### src/rtl/core/dpds_pkg.sv
package dpds_pkg;

   localparam int unsigned POS_W   = 24;
   localparam int unsigned ERR_W   = POS_W + 1;
   localparam int unsigned DERIV_W = ERR_W + 1;
   localparam int unsigned INTEG_W = 32;
   localparam int unsigned GAIN_W  = 16;
   localparam int unsigned MAG_W   = 7;
   localparam int unsigned POWER_W = MAG_W + 1;
   localparam int unsigned TICK_W  = 16;
   localparam int unsigned PHASE_W = 7;
   localparam int unsigned CSR_IDX_W  = 3;
   localparam int unsigned CSR_DATA_W = 24;

   localparam int unsigned PT_W  = ERR_W + GAIN_W + 1;
   localparam int unsigned DT_W  = DERIV_W + GAIN_W + 1;
   localparam int unsigned IT_W  = INTEG_W + GAIN_W + 1;
   localparam int unsigned SUM_W = IT_W + 2;

   localparam logic signed [ERR_W-1:0] SAMPLED_RESET = 25'sd100;
   localparam logic [MAG_W-1:0] CATAPULT_FULL = 7'd127;
   localparam logic [TICK_W-1:0] TICK_MAX = 16'hFFFF;

   typedef enum logic [CSR_IDX_W-1:0] {
      CSR_TARGET_TICKS   = 3'd0,
      CSR_GAIN_P         = 3'd1,
      CSR_GAIN_I         = 3'd2,
      CSR_GAIN_D         = 3'd3,
      CSR_OUTPUT_CAP     = 3'd4,
      CSR_MIN_OUTPUT     = 3'd5,
      CSR_TIMEOUT_TICKS  = 3'd6,
      CSR_INTEGRAL_LIMIT = 3'd7
   } csr_index_type;

   typedef struct packed {
      logic signed [POS_W-1:0] target_ticks;
      logic [GAIN_W-1:0]       gain_p;
      logic [GAIN_W-1:0]       gain_i;
      logic [GAIN_W-1:0]       gain_d;
      logic [MAG_W-1:0]        output_cap;
      logic [MAG_W-1:0]        min_output;
      logic [TICK_W-1:0]       timeout_ticks;
      logic signed [POS_W-1:0] integral_limit;
   } cfg_type;

   typedef struct packed {
      logic                      done;
      logic                      timed_out;
      logic                      catapult_on;
      logic signed [ERR_W-1:0]   err;
      logic signed [DERIV_W-1:0] deriv;
      logic signed [INTEG_W-1:0] integ;
   } trk_type;

   typedef struct packed {
      logic                   done;
      logic                   timed_out;
      logic                   catapult_on;
      logic signed [PT_W-1:0] p_term;
      logic signed [DT_W-1:0] d_term;
      logic signed [IT_W-1:0] i_term;
   } prod_type;

endpackage

### src/rtl/core/dpds_req_if.sv
interface dpds_req_if;
   import dpds_pkg::*;
   logic                    valid;
   logic                    ready;
   logic                    restart;
   logic signed [POS_W-1:0] measured_ticks;
   logic                    limit_pressed;

   modport source (output valid, restart, measured_ticks, limit_pressed, input ready);
   modport sink (input valid, restart, measured_ticks, limit_pressed, output ready);
endinterface

### src/rtl/core/dpds_rsp_if.sv
interface dpds_rsp_if;
   import dpds_pkg::*;
   logic                      valid;
   logic                      ready;
   logic signed [POWER_W-1:0] drive_power;
   logic [MAG_W-1:0]          catapult_power;
   logic                      done_res;
   logic                      timed_out;

   modport source (output valid, drive_power, catapult_power, done_res, timed_out,
                   input ready);
   modport sink (input valid, drive_power, catapult_power, done_res, timed_out,
                 output ready);
endinterface

### src/rtl/core/dpds_csr_if.sv
interface dpds_csr_if;
   import dpds_pkg::*;
   logic                  valid;
   logic                  ready;
   logic [CSR_IDX_W-1:0]  index;
   logic [CSR_DATA_W-1:0] data;

   modport source (output valid, index, data, input ready);
   modport sink (input valid, index, data, output ready);
endinterface

### src/rtl/core/dpds_track.sv
module dpds_track
   import dpds_pkg::*;
#(
   parameter int unsigned SETTLE_PERIOD = 100,
   parameter int unsigned SETTLE_WINDOW = 13
) (
   input  logic                    clock,
   input  logic                    reset,
   input  cfg_type                 cfg,
   input  logic                    fire,
   input  logic                    restart,
   input  logic signed [POS_W-1:0] measured_ticks,
   input  logic                    limit_pressed,
   output trk_type                 trk
);

   localparam logic [PHASE_W-1:0] PERIOD = PHASE_W'(SETTLE_PERIOD);
   localparam logic signed [ERR_W-1:0] WINDOW = ERR_W'(SETTLE_WINDOW);
   localparam logic signed [INTEG_W-1:0] INTEG_MAX = {1'b0, {(INTEG_W-1){1'b1}}};
   localparam logic signed [INTEG_W-1:0] INTEG_MIN = {1'b1, {(INTEG_W-1){1'b0}}};

   logic signed [ERR_W-1:0]   prev_ff, prev_in, prev_e;
   logic signed [INTEG_W-1:0] integ_ff, integ_in, integ_e;
   logic [TICK_W-1:0]         tick_ff, tick_in, tick_e;
   logic [PHASE_W-1:0]        phase_ff, phase_in, phase_e, phase_inc;
   logic signed [ERR_W-1:0]   samp_ff, samp_in, samp_e;
   logic                      fin_ff, fin_in, fin_e;
   logic                      tout_ff, tout_in, tout_e;

   logic signed [ERR_W-1:0]     err;
   logic signed [DERIV_W-1:0]   deriv;
   logic signed [INTEG_W:0]     isum;
   logic signed [INTEG_W-1:0]   isat, integ_n;
   logic signed [ERR_W-1:0]     limit_x;

   always_comb begin
      prev_e  = restart ? '0 : prev_ff;
      integ_e = restart ? '0 : integ_ff;
      tick_e  = restart ? '0 : tick_ff;
      phase_e = restart ? '0 : phase_ff;
      samp_e  = restart ? SAMPLED_RESET : samp_ff;
      fin_e   = restart ? 1'b0 : fin_ff;
      tout_e  = restart ? 1'b0 : tout_ff;

      err     = ERR_W'(cfg.target_ticks) - ERR_W'(measured_ticks);
      deriv   = DERIV_W'(err) - DERIV_W'(prev_e);
      isum    = (INTEG_W+1)'(integ_e) + (INTEG_W+1)'(err);
      if (isum[INTEG_W] != isum[INTEG_W-1]) begin
         isat = isum[INTEG_W] ? INTEG_MIN : INTEG_MAX;
      end else begin
         isat = isum[INTEG_W-1:0];
      end
      limit_x = ERR_W'(cfg.integral_limit);
      if (err == '0 || err > limit_x || isat > INTEG_W'(err)) begin
         integ_n = '0;
      end else begin
         integ_n = isat;
      end

      prev_in  = prev_e;
      integ_in = integ_e;
      tick_in  = tick_e;
      phase_in = phase_e;
      samp_in  = samp_e;
      fin_in   = fin_e;
      tout_in  = tout_e;
      phase_inc = phase_e + 1'b1;

      if (!fin_e) begin
         prev_in  = err;
         integ_in = integ_n;
         if (tick_e > cfg.timeout_ticks) begin
            fin_in  = 1'b1;
            tout_in = 1'b1;
         end else begin
            if (tick_e != TICK_MAX) begin
               tick_in = tick_e + 1'b1;
            end
            phase_in = phase_inc;
            if (phase_inc == PERIOD) begin
               phase_in = '0;
               samp_in  = err;
            end
            if (samp_in <= WINDOW && samp_in >= -WINDOW) begin
               fin_in = 1'b1;
            end
         end
      end

      trk.done        = fin_in;
      trk.timed_out   = tout_in;
      trk.catapult_on = !limit_pressed;
      trk.err         = err;
      trk.deriv       = deriv;
      trk.integ       = integ_n;
   end

   always_ff @(posedge clock) begin
      if (reset) begin
         prev_ff  <= '0;
         integ_ff <= '0;
         tick_ff  <= '0;
         phase_ff <= '0;
         samp_ff  <= SAMPLED_RESET;
         fin_ff   <= 1'b0;
         tout_ff  <= 1'b0;
      end else if (fire) begin
         prev_ff  <= prev_in;
         integ_ff <= integ_in;
         tick_ff  <= tick_in;
         phase_ff <= phase_in;
         samp_ff  <= samp_in;
         fin_ff   <= fin_in;
         tout_ff  <= tout_in;
      end
   end

endmodule

### src/rtl/core/dpds_gain.sv
module dpds_gain
   import dpds_pkg::*;
(
   input  trk_type  trk,
   input  cfg_type  cfg,
   output prod_type prod
);

   always_comb begin
      prod.done        = trk.done;
      prod.timed_out   = trk.timed_out;
      prod.catapult_on = trk.catapult_on;
      prod.p_term = PT_W'(trk.err) * PT_W'($signed({1'b0, cfg.gain_p}));
      prod.d_term = DT_W'(trk.deriv) * DT_W'($signed({1'b0, cfg.gain_d}));
      prod.i_term = IT_W'(trk.integ) * IT_W'($signed({1'b0, cfg.gain_i}));
   end

endmodule

### src/rtl/core/dpds_shape.sv
module dpds_shape
   import dpds_pkg::*;
#(
   parameter int unsigned GAIN_FRAC_BITS = 8
) (
   input  prod_type                  prod,
   input  logic [MAG_W-1:0]          output_cap,
   input  logic [MAG_W-1:0]          min_output,
   output logic signed [POWER_W-1:0] power
);

   localparam logic signed [SUM_W-1:0] SUM_ZERO = '0;

   logic signed [SUM_W-1:0] sum, capv, minv, clamped, mag_full;
   logic [SUM_W-1:0]        shifted;
   logic [MAG_W-1:0]        mag;
   logic                    neg;

   always_comb begin
      sum  = SUM_W'(prod.p_term) + SUM_W'(prod.d_term) + SUM_W'(prod.i_term);
      capv = $signed(SUM_W'(output_cap) << GAIN_FRAC_BITS);
      minv = $signed(SUM_W'(min_output) << GAIN_FRAC_BITS);
      clamped = sum;
      if (clamped > capv) begin
         clamped = capv;
      end
      if (clamped < -capv) begin
         clamped = -capv;
      end
      if (clamped > SUM_ZERO && clamped < minv) begin
         clamped = minv;
      end
      if (clamped < SUM_ZERO && clamped > -minv) begin
         clamped = -minv;
      end
      neg      = clamped[SUM_W-1];
      mag_full = neg ? -clamped : clamped;
      shifted  = $unsigned(mag_full) >> GAIN_FRAC_BITS;
      mag      = shifted[MAG_W-1:0];
      power    = neg ? -$signed({1'b0, mag}) : $signed({1'b0, mag});
   end

endmodule

### src/rtl/core/distance_pid_drive_step_top.sv
// PID drive step for a distance move. One control tick is accepted per clock cycle
// unless rsp backpressure stalls the pipe, and its result passes through the input
// register, the tracking stage that updates the error, integral, tick count and settle
// sample, the product stage with the three gain multipliers, then the clamp/min shaping
// into the output register. Sustained rate is one transaction per cycle without
// backpressure. Backpressure on rsp stalls only the stages behind it.
// Configuration writes are always accepted and must only occur while the block is idle.
module distance_pid_drive_step_top
   import dpds_pkg::*;
#(
   parameter int unsigned SETTLE_PERIOD  = 100,
   parameter int unsigned SETTLE_WINDOW  = 13,
   parameter int unsigned GAIN_FRAC_BITS = 8
) (
   input  logic        clock,
   input  logic        reset,
   dpds_req_if.sink    req,
   dpds_rsp_if.source  rsp,
   dpds_csr_if.sink    csr
);

   cfg_type cfg_ff;

   logic                    v0_ff, v1_ff, v2_ff, v3_ff;
   logic                    adv0, adv1, adv2, adv3;
   logic                    restart_ff;
   logic signed [POS_W-1:0] meas_ff;
   logic                    limit_ff;
   trk_type                 trk_in, trk_ff;
   prod_type                prod_in, prod_ff;
   logic signed [POWER_W-1:0] power_in;
   logic signed [POWER_W-1:0] drive_ff;
   logic [MAG_W-1:0]        cat_ff;
   logic                    done_ff, tout_ff;

   assign csr.ready = 1'b1;

   always_ff @(posedge clock) begin
      if (reset) begin
         cfg_ff.target_ticks   <= '0;
         cfg_ff.gain_p         <= 16'd77;
         cfg_ff.gain_i         <= '0;
         cfg_ff.gain_d         <= 16'd512;
         cfg_ff.output_cap     <= 7'd127;
         cfg_ff.min_output     <= 7'd15;
         cfg_ff.timeout_ticks  <= 16'd900;
         cfg_ff.integral_limit <= '0;
      end else if (csr.valid) begin
         unique case (csr_index_type'(csr.index))
            CSR_TARGET_TICKS:   cfg_ff.target_ticks   <= $signed(csr.data[POS_W-1:0]);
            CSR_GAIN_P:         cfg_ff.gain_p         <= csr.data[GAIN_W-1:0];
            CSR_GAIN_I:         cfg_ff.gain_i         <= csr.data[GAIN_W-1:0];
            CSR_GAIN_D:         cfg_ff.gain_d         <= csr.data[GAIN_W-1:0];
            CSR_OUTPUT_CAP:     cfg_ff.output_cap     <= csr.data[MAG_W-1:0];
            CSR_MIN_OUTPUT:     cfg_ff.min_output     <= csr.data[MAG_W-1:0];
            CSR_TIMEOUT_TICKS:  cfg_ff.timeout_ticks  <= csr.data[TICK_W-1:0];
            CSR_INTEGRAL_LIMIT: cfg_ff.integral_limit <= $signed(csr.data[POS_W-1:0]);
            default: ;
         endcase
      end
   end

   assign adv3 = !v3_ff || rsp.ready;
   assign adv2 = !v2_ff || adv3;
   assign adv1 = !v1_ff || adv2;
   assign adv0 = !v0_ff || adv1;
   assign req.ready = adv0;

   dpds_track #(
      .SETTLE_PERIOD (SETTLE_PERIOD),
      .SETTLE_WINDOW (SETTLE_WINDOW)
   ) u_track (
      .clock          (clock),
      .reset          (reset),
      .cfg            (cfg_ff),
      .fire           (v0_ff && adv1),
      .restart        (restart_ff),
      .measured_ticks (meas_ff),
      .limit_pressed  (limit_ff),
      .trk            (trk_in)
   );

   dpds_gain u_gain (
      .trk  (trk_ff),
      .cfg  (cfg_ff),
      .prod (prod_in)
   );

   dpds_shape #(
      .GAIN_FRAC_BITS (GAIN_FRAC_BITS)
   ) u_shape (
      .prod       (prod_ff),
      .output_cap (cfg_ff.output_cap),
      .min_output (cfg_ff.min_output),
      .power      (power_in)
   );

   always_ff @(posedge clock) begin
      if (reset) begin
         v0_ff <= 1'b0;
         v1_ff <= 1'b0;
         v2_ff <= 1'b0;
         v3_ff <= 1'b0;
      end else begin
         if (adv0) v0_ff <= req.valid;
         if (adv1) v1_ff <= v0_ff;
         if (adv2) v2_ff <= v1_ff;
         if (adv3) v3_ff <= v2_ff;
      end
   end

   always_ff @(posedge clock) begin
      if (adv0 && req.valid) begin
         restart_ff <= req.restart;
         meas_ff    <= req.measured_ticks;
         limit_ff   <= req.limit_pressed;
      end
      if (adv1 && v0_ff) begin
         trk_ff <= trk_in;
      end
      if (adv2 && v1_ff) begin
         prod_ff <= prod_in;
      end
      if (adv3 && v2_ff) begin
         drive_ff <= prod_ff.done ? '0 : power_in;
         cat_ff   <= (prod_ff.done || !prod_ff.catapult_on) ? '0 : CATAPULT_FULL;
         done_ff  <= prod_ff.done;
         tout_ff  <= prod_ff.timed_out;
      end
   end

   assign rsp.valid          = v3_ff;
   assign rsp.drive_power    = drive_ff;
   assign rsp.catapult_power = cat_ff;
   assign rsp.done_res       = done_ff;
   assign rsp.timed_out      = tout_ff;

   a_done_idle: assert property (@(posedge clock) disable iff (reset)
      rsp.valid && rsp.done_res |-> rsp.drive_power == '0 && rsp.catapult_power == '0)
      else $error("finished move drives outputs");

   a_tout_done: assert property (@(posedge clock) disable iff (reset)
      rsp.valid && rsp.timed_out |-> rsp.done_res)
      else $error("timeout without done");

   a_power_range: assert property (@(posedge clock) disable iff (reset)
      rsp.valid |-> rsp.drive_power != {1'b1, {(POWER_W-1){1'b0}}})
      else $error("drive power out of range");

   a_stage_hold: assert property (@(posedge clock) disable iff (reset)
      v3_ff && !rsp.ready && v2_ff |=> v2_ff && v3_ff)
      else $error("pipeline dropped a transaction under backpressure");

endmodule
### src/flat_wrapper.sv
// flat-port wrapper written by rule: the top's interface ports become plain ports
module distance_pid_drive_step_top_flat import dpds_pkg::*;
#(
   parameter int unsigned SETTLE_PERIOD  = 100,
   parameter int unsigned SETTLE_WINDOW  = 13,
   parameter int unsigned GAIN_FRAC_BITS = 8
)
  (clock, reset, req_valid, req_restart, req_measured_ticks, req_limit_pressed, req_ready, rsp_valid, rsp_drive_power, rsp_catapult_power, rsp_done_res, rsp_timed_out, rsp_ready, csr_valid, csr_index, csr_data, csr_ready);
  dpds_req_if req_i ();
  dpds_rsp_if rsp_i ();
  dpds_csr_if csr_i ();
  input  logic clock;
  input  logic reset;
  input wire logic [$bits(req_i.valid)-1:0] req_valid;
  input wire logic [$bits(req_i.restart)-1:0] req_restart;
  input wire logic [$bits(req_i.measured_ticks)-1:0] req_measured_ticks;
  input wire logic [$bits(req_i.limit_pressed)-1:0] req_limit_pressed;
  output wire logic [$bits(req_i.ready)-1:0] req_ready;
  output wire logic [$bits(rsp_i.valid)-1:0] rsp_valid;
  output wire logic [$bits(rsp_i.drive_power)-1:0] rsp_drive_power;
  output wire logic [$bits(rsp_i.catapult_power)-1:0] rsp_catapult_power;
  output wire logic [$bits(rsp_i.done_res)-1:0] rsp_done_res;
  output wire logic [$bits(rsp_i.timed_out)-1:0] rsp_timed_out;
  input wire logic [$bits(rsp_i.ready)-1:0] rsp_ready;
  input wire logic [$bits(csr_i.valid)-1:0] csr_valid;
  input wire logic [$bits(csr_i.index)-1:0] csr_index;
  input wire logic [$bits(csr_i.data)-1:0] csr_data;
  output wire logic [$bits(csr_i.ready)-1:0] csr_ready;
  assign req_i.valid = req_valid;
  assign req_i.restart = req_restart;
  assign req_i.measured_ticks = req_measured_ticks;
  assign req_i.limit_pressed = req_limit_pressed;
  assign req_ready = req_i.ready;
  assign rsp_valid = rsp_i.valid;
  assign rsp_drive_power = rsp_i.drive_power;
  assign rsp_catapult_power = rsp_i.catapult_power;
  assign rsp_done_res = rsp_i.done_res;
  assign rsp_timed_out = rsp_i.timed_out;
  assign rsp_i.ready = rsp_ready;
  assign csr_i.valid = csr_valid;
  assign csr_i.index = csr_index;
  assign csr_i.data = csr_data;
  assign csr_ready = csr_i.ready;
  distance_pid_drive_step_top #(.SETTLE_PERIOD(SETTLE_PERIOD), .SETTLE_WINDOW(SETTLE_WINDOW), .GAIN_FRAC_BITS(GAIN_FRAC_BITS)) u_core (.clock(clock), .reset(reset), .req(req_i), .rsp(rsp_i), .csr(csr_i));
endmodule
### config.mk
export PLATFORM = sky130hd
export DESIGN_NAME = distance_pid_drive_step_top_flat
export DESIGN_NICKNAME = d
export VERILOG_FILES = /design/src/rtl/core/dpds_pkg.sv /design/src/rtl/core/dpds_req_if.sv /design/src/rtl/core/dpds_rsp_if.sv /design/src/rtl/core/dpds_csr_if.sv /design/src/rtl/core/dpds_track.sv /design/src/rtl/core/dpds_gain.sv /design/src/rtl/core/dpds_shape.sv /design/src/rtl/core/distance_pid_drive_step_top.sv /design/src/flat_wrapper.sv
export SDC_FILE = /design/constraint.sdc
export NUM_CORES = 2
export LEC_CHECK = 0
export ABC_CLOCK_PERIOD_IN_PS = 25400
export BUFFER_PORTS_ARGS = -buffer_cell sky130_fd_sc_hd__buf_2
export CORE_MARGIN = 3
export CORE_UTILIZATION = 55
export CTS_BUF_LIST = sky130_fd_sc_hd__clkbuf_4
export DETAILED_ROUTE_END_ITERATION = 7
export PLACE_DENSITY = 0.71
export SYNTH_ARGS = -nofsm -noshare
export SYNTH_HDL_FRONTEND = slang
export SYNTH_SLANG_ARGS = --single-unit
### constraint.sdc
create_clock -name clock -period 25.4 [get_ports clock]
set_clock_uncertainty 0.1 [all_clocks]
set_input_delay 3.81 -clock clock [delete_from_list [all_inputs] [get_ports clock]]
set_output_delay 3.81 -clock clock [all_outputs]
set_load 0.005 [all_outputs]
==> out/results.ini <==
[setup_path]
end_kind=register
r2r_start=u_core.prod_ff[1]
cp.arrival_ns=16.85
r2r_end=u_core.rsp.drive_power[4]
crit_fanout=33
critical_path.startpoint_type=register
cpPeakStageDelay_ns=0.61
r2r_setup_slack_ns=9.22
critical_path_class=register to register
cpMostUsedCell=o21ai_0
crit_required_ns=26.07
worstRegToRegCells=63
cp_slowest_cell=or4b_4

[finish]
layout_common_cells=1,598 x inv_1, 1,338 x fa_1, 1,271 x nand2_1
syn2layout_area_growth_pct=5.18
final_common_cell=inv_1
fin_nets=10600
drive_gt1_share_pct=5.56
fillers=12300
design_area_um2=81500

[min_path]
hp-class=register to register
min_from=u_core.trk_ff[83]
min_to=u_core.prod_ff[134]
holdPathStages=0

[logic_synthesis]
synth_area_leaders=fa_1 35%, ha_1 10%, edfxtp_1 10%
ys.flop_type=edfxtp_1
postSynthAreaPerCell_um2=8.98
synth.distinct_cells=97
yosysTopAreaCellShare_pct=34.6
yosysWarnings=0
syn_inst=8627
synth-edff-count=260
syn_nets=10700
synthesis.area_um2=77500
synth-seq-cells=497
synthArstFlopShare_pct=0
ys_seq_area_share_pct=16.2
synth_top_area_cell=fa_1

[placement]
hpwl_mm=173
placed_area_um2=79600
port_buffers=76
place.gp.congestion=0.967
post-place-ws_ns=9.35

[floorplan]
die-area_um2=145000
pin_count=78
dieHeight_um=381
die_w_um=381
core_um2=140000
num_rows=137
start_util_pct=55.5

[timing]
setup_viol=0
rsz0062_at_grt=no
finalHoldViolations=0
fmax_mhz=61.8
min_period_ns=16.18
period_share_pct=63.7
fin_ws_ns=9.22
tns_ns=0
hold_slack_ns=0.325
slew_violations=0
worst_pin_slew_ns=1.24
slew_headroom_pct=16.8

[route]
dr_wl_met3_mm=18.7
vias_per_cell=5.68
dr_wl_met2_mm=102
num_vias=60000
initialDrtViolationCount=4574
ant_nets=0
wl_mm=220
routedWlPerCell_um=20.8
wl_met1_mm=88.9
drt_drc_violations_left=0
drt_pre_antenna_iters=6
top_layer_used=met5

[clock_tree]
htree_levels=4
cts_resized=0
cts_made_buffers=137
clkSinkCount=497
cts_tree=built
cts_hold_repair.buffers=0
clk_pin_slew_worst_paths_ns=0.06
cts_root_buf=clkbuf_4
post_cts_buffers=0
clk_latency_ns=1.14
cts_max_path_buffers=3

[grt]
grt_pass1_vias=62500
antenna_found_initial=15
grt_overflow=0
grt_max_degree=78
grt_use_total_pct=30.9
grt_pass1_wl_mm=349

[flow_run]
drv_cap=0

[power]
pwr_density_cell_nw_per_um2=74.3
p_leak_nw=37.2
vdd_drop_max_uv=101

[run_status]
status=complete, no violations

## worst max-delay path, delay by kind of cell (launching register included)
family                     cells  cell delay, ns
xor gates and xnor gates       3            0.76
buffers and inverters          2            0.51
DFF                            1            0.40
AOI/OAI and AO/OA             32            6.85
adders and majority gates      8            2.73
and+or+nand+nor               17            4.26
muxes                          1            0.32
## Yosys cell counts, types with 9 or more instances
cell type,number
nor3_1,80
nand2b_1,83
o21a_1,44
a211o_1,25
nand3_1,86
inv_1,1598
or3_1,29
o211ai_1,22
a22oi_1,24
clkbuf_1,353
or2_2,20
and2_1,547
a21o_1,85
nand2_1,1271
xor2_1,69
a21boi_0,28
ha_1,633
o221ai_1,19
nor4_1,15
dfxtp_1,237
nor2_1,393
edfxtp_1,260
and4_1,13
nor2b_1,112
mux2i_1,12
a211oi_1,45
fa_1,1338
xnor2_1,184
a31oi_1,29
o41ai_1,9
o22ai_1,16
o21bai_1,18
nand4_1,70
o31ai_1,13
nand3b_1,32
and3_1,32
o21ai_0,264
a21oi_1,345
## report_power, final
group          switching, mW  leakage (nW)  internal, mW  total (mW)
clock network          0.383          1.09         0.402       0.785
logic                   2.69          31.7          1.48        4.17
registers              0.103          4.34          1.00        1.10
total                   3.17          37.2          2.88        6.05
## layout make-up
type,count,area (µm²),share of cell area [%]
inverter,1599,6000,7.37
timing repair buffer,179,1160,1.42
sequential,497,12600,15.4
multi-input combinational,6158,57500,70.6
antenna,12,30.0,0.0368
clock buffer,210,1580,1.93
tap,1876,2350,2.88
clock inverter,42,268,0.329
## state kept, by name (all words and copies together), names as in the netlist, 7 cells and up
name / flops
u_core.prod_ff: 137
u_core.cfg_ff: 126
u_core.trk_ff: 86
u_core.u_track.integ_ff: 32
u_core.u_track.prev_ff: 25
u_core.u_track.samp_ff: 25
u_core.meas_ff: 24
u_core.u_track.tick_ff: 16
u_core.rsp.drive_power: 8
u_core.u_track.phase_ff: 7
## how the worst max path moves through the flow
stage	depth (start not counted)	slack [ns]	from	endpoint
5_1_grt	63	7.96	u_core.prod_ff[1]	u_core.rsp.drive_power[6]
6_report	63	9.22	u_core.prod_ff[1]	u_core.rsp.drive_power[4]
3_3_place_gp	63	9.50	u_core.prod_ff[1]	u_core.rsp.drive_power[4]
3_5_place_dp	63	9.35	u_core.prod_ff[1]	u_core.rsp.drive_power[4]
2_1_floorplan	2	10.66	rsp_ready	u_core.prod_ff[0]
4_1_cts	63	9.33	u_core.prod_ff[1]	u_core.rsp.drive_power[4]
## kinds of logic (layout without fill, tap and decap cells)
logic type	count (synthesis)	after routing	synth area share, %
mux	20	20	0.276
flops	497	497	16.2
simple gates	2820	2820	17.4
other cells	1	13	0.00484
buf+inv	1972	2030	9.61
fa+ha+maj	1972	1972	44.8
xor+xnor	253	253	2.86
compound gates	1092	1092	8.87
## through the flow
| step | total power [mW] | cells | utilization (%) |
|---|---|---|---|
| finish | 6.05 | 10600 | 58.3 |
| global route | 6.55 | 10600 | 58.3 |
| CTS | 6.05 | 10600 | 58.3 |
| detailed placement | 5.23 | 10300 | 57.0 |
| global placement | 5.17 | 10300 | 57.0 |
| floorplan | 3.86 | 8627 | - |
## routing by layer
metal	up-vias	GRT usage [%]
met5	-	0
met1	30000	40.9
met2	2408	49.3
li1	27000	-
met4	12	13.6
met3	526	6.19
(Power assumes the default switching activity.)
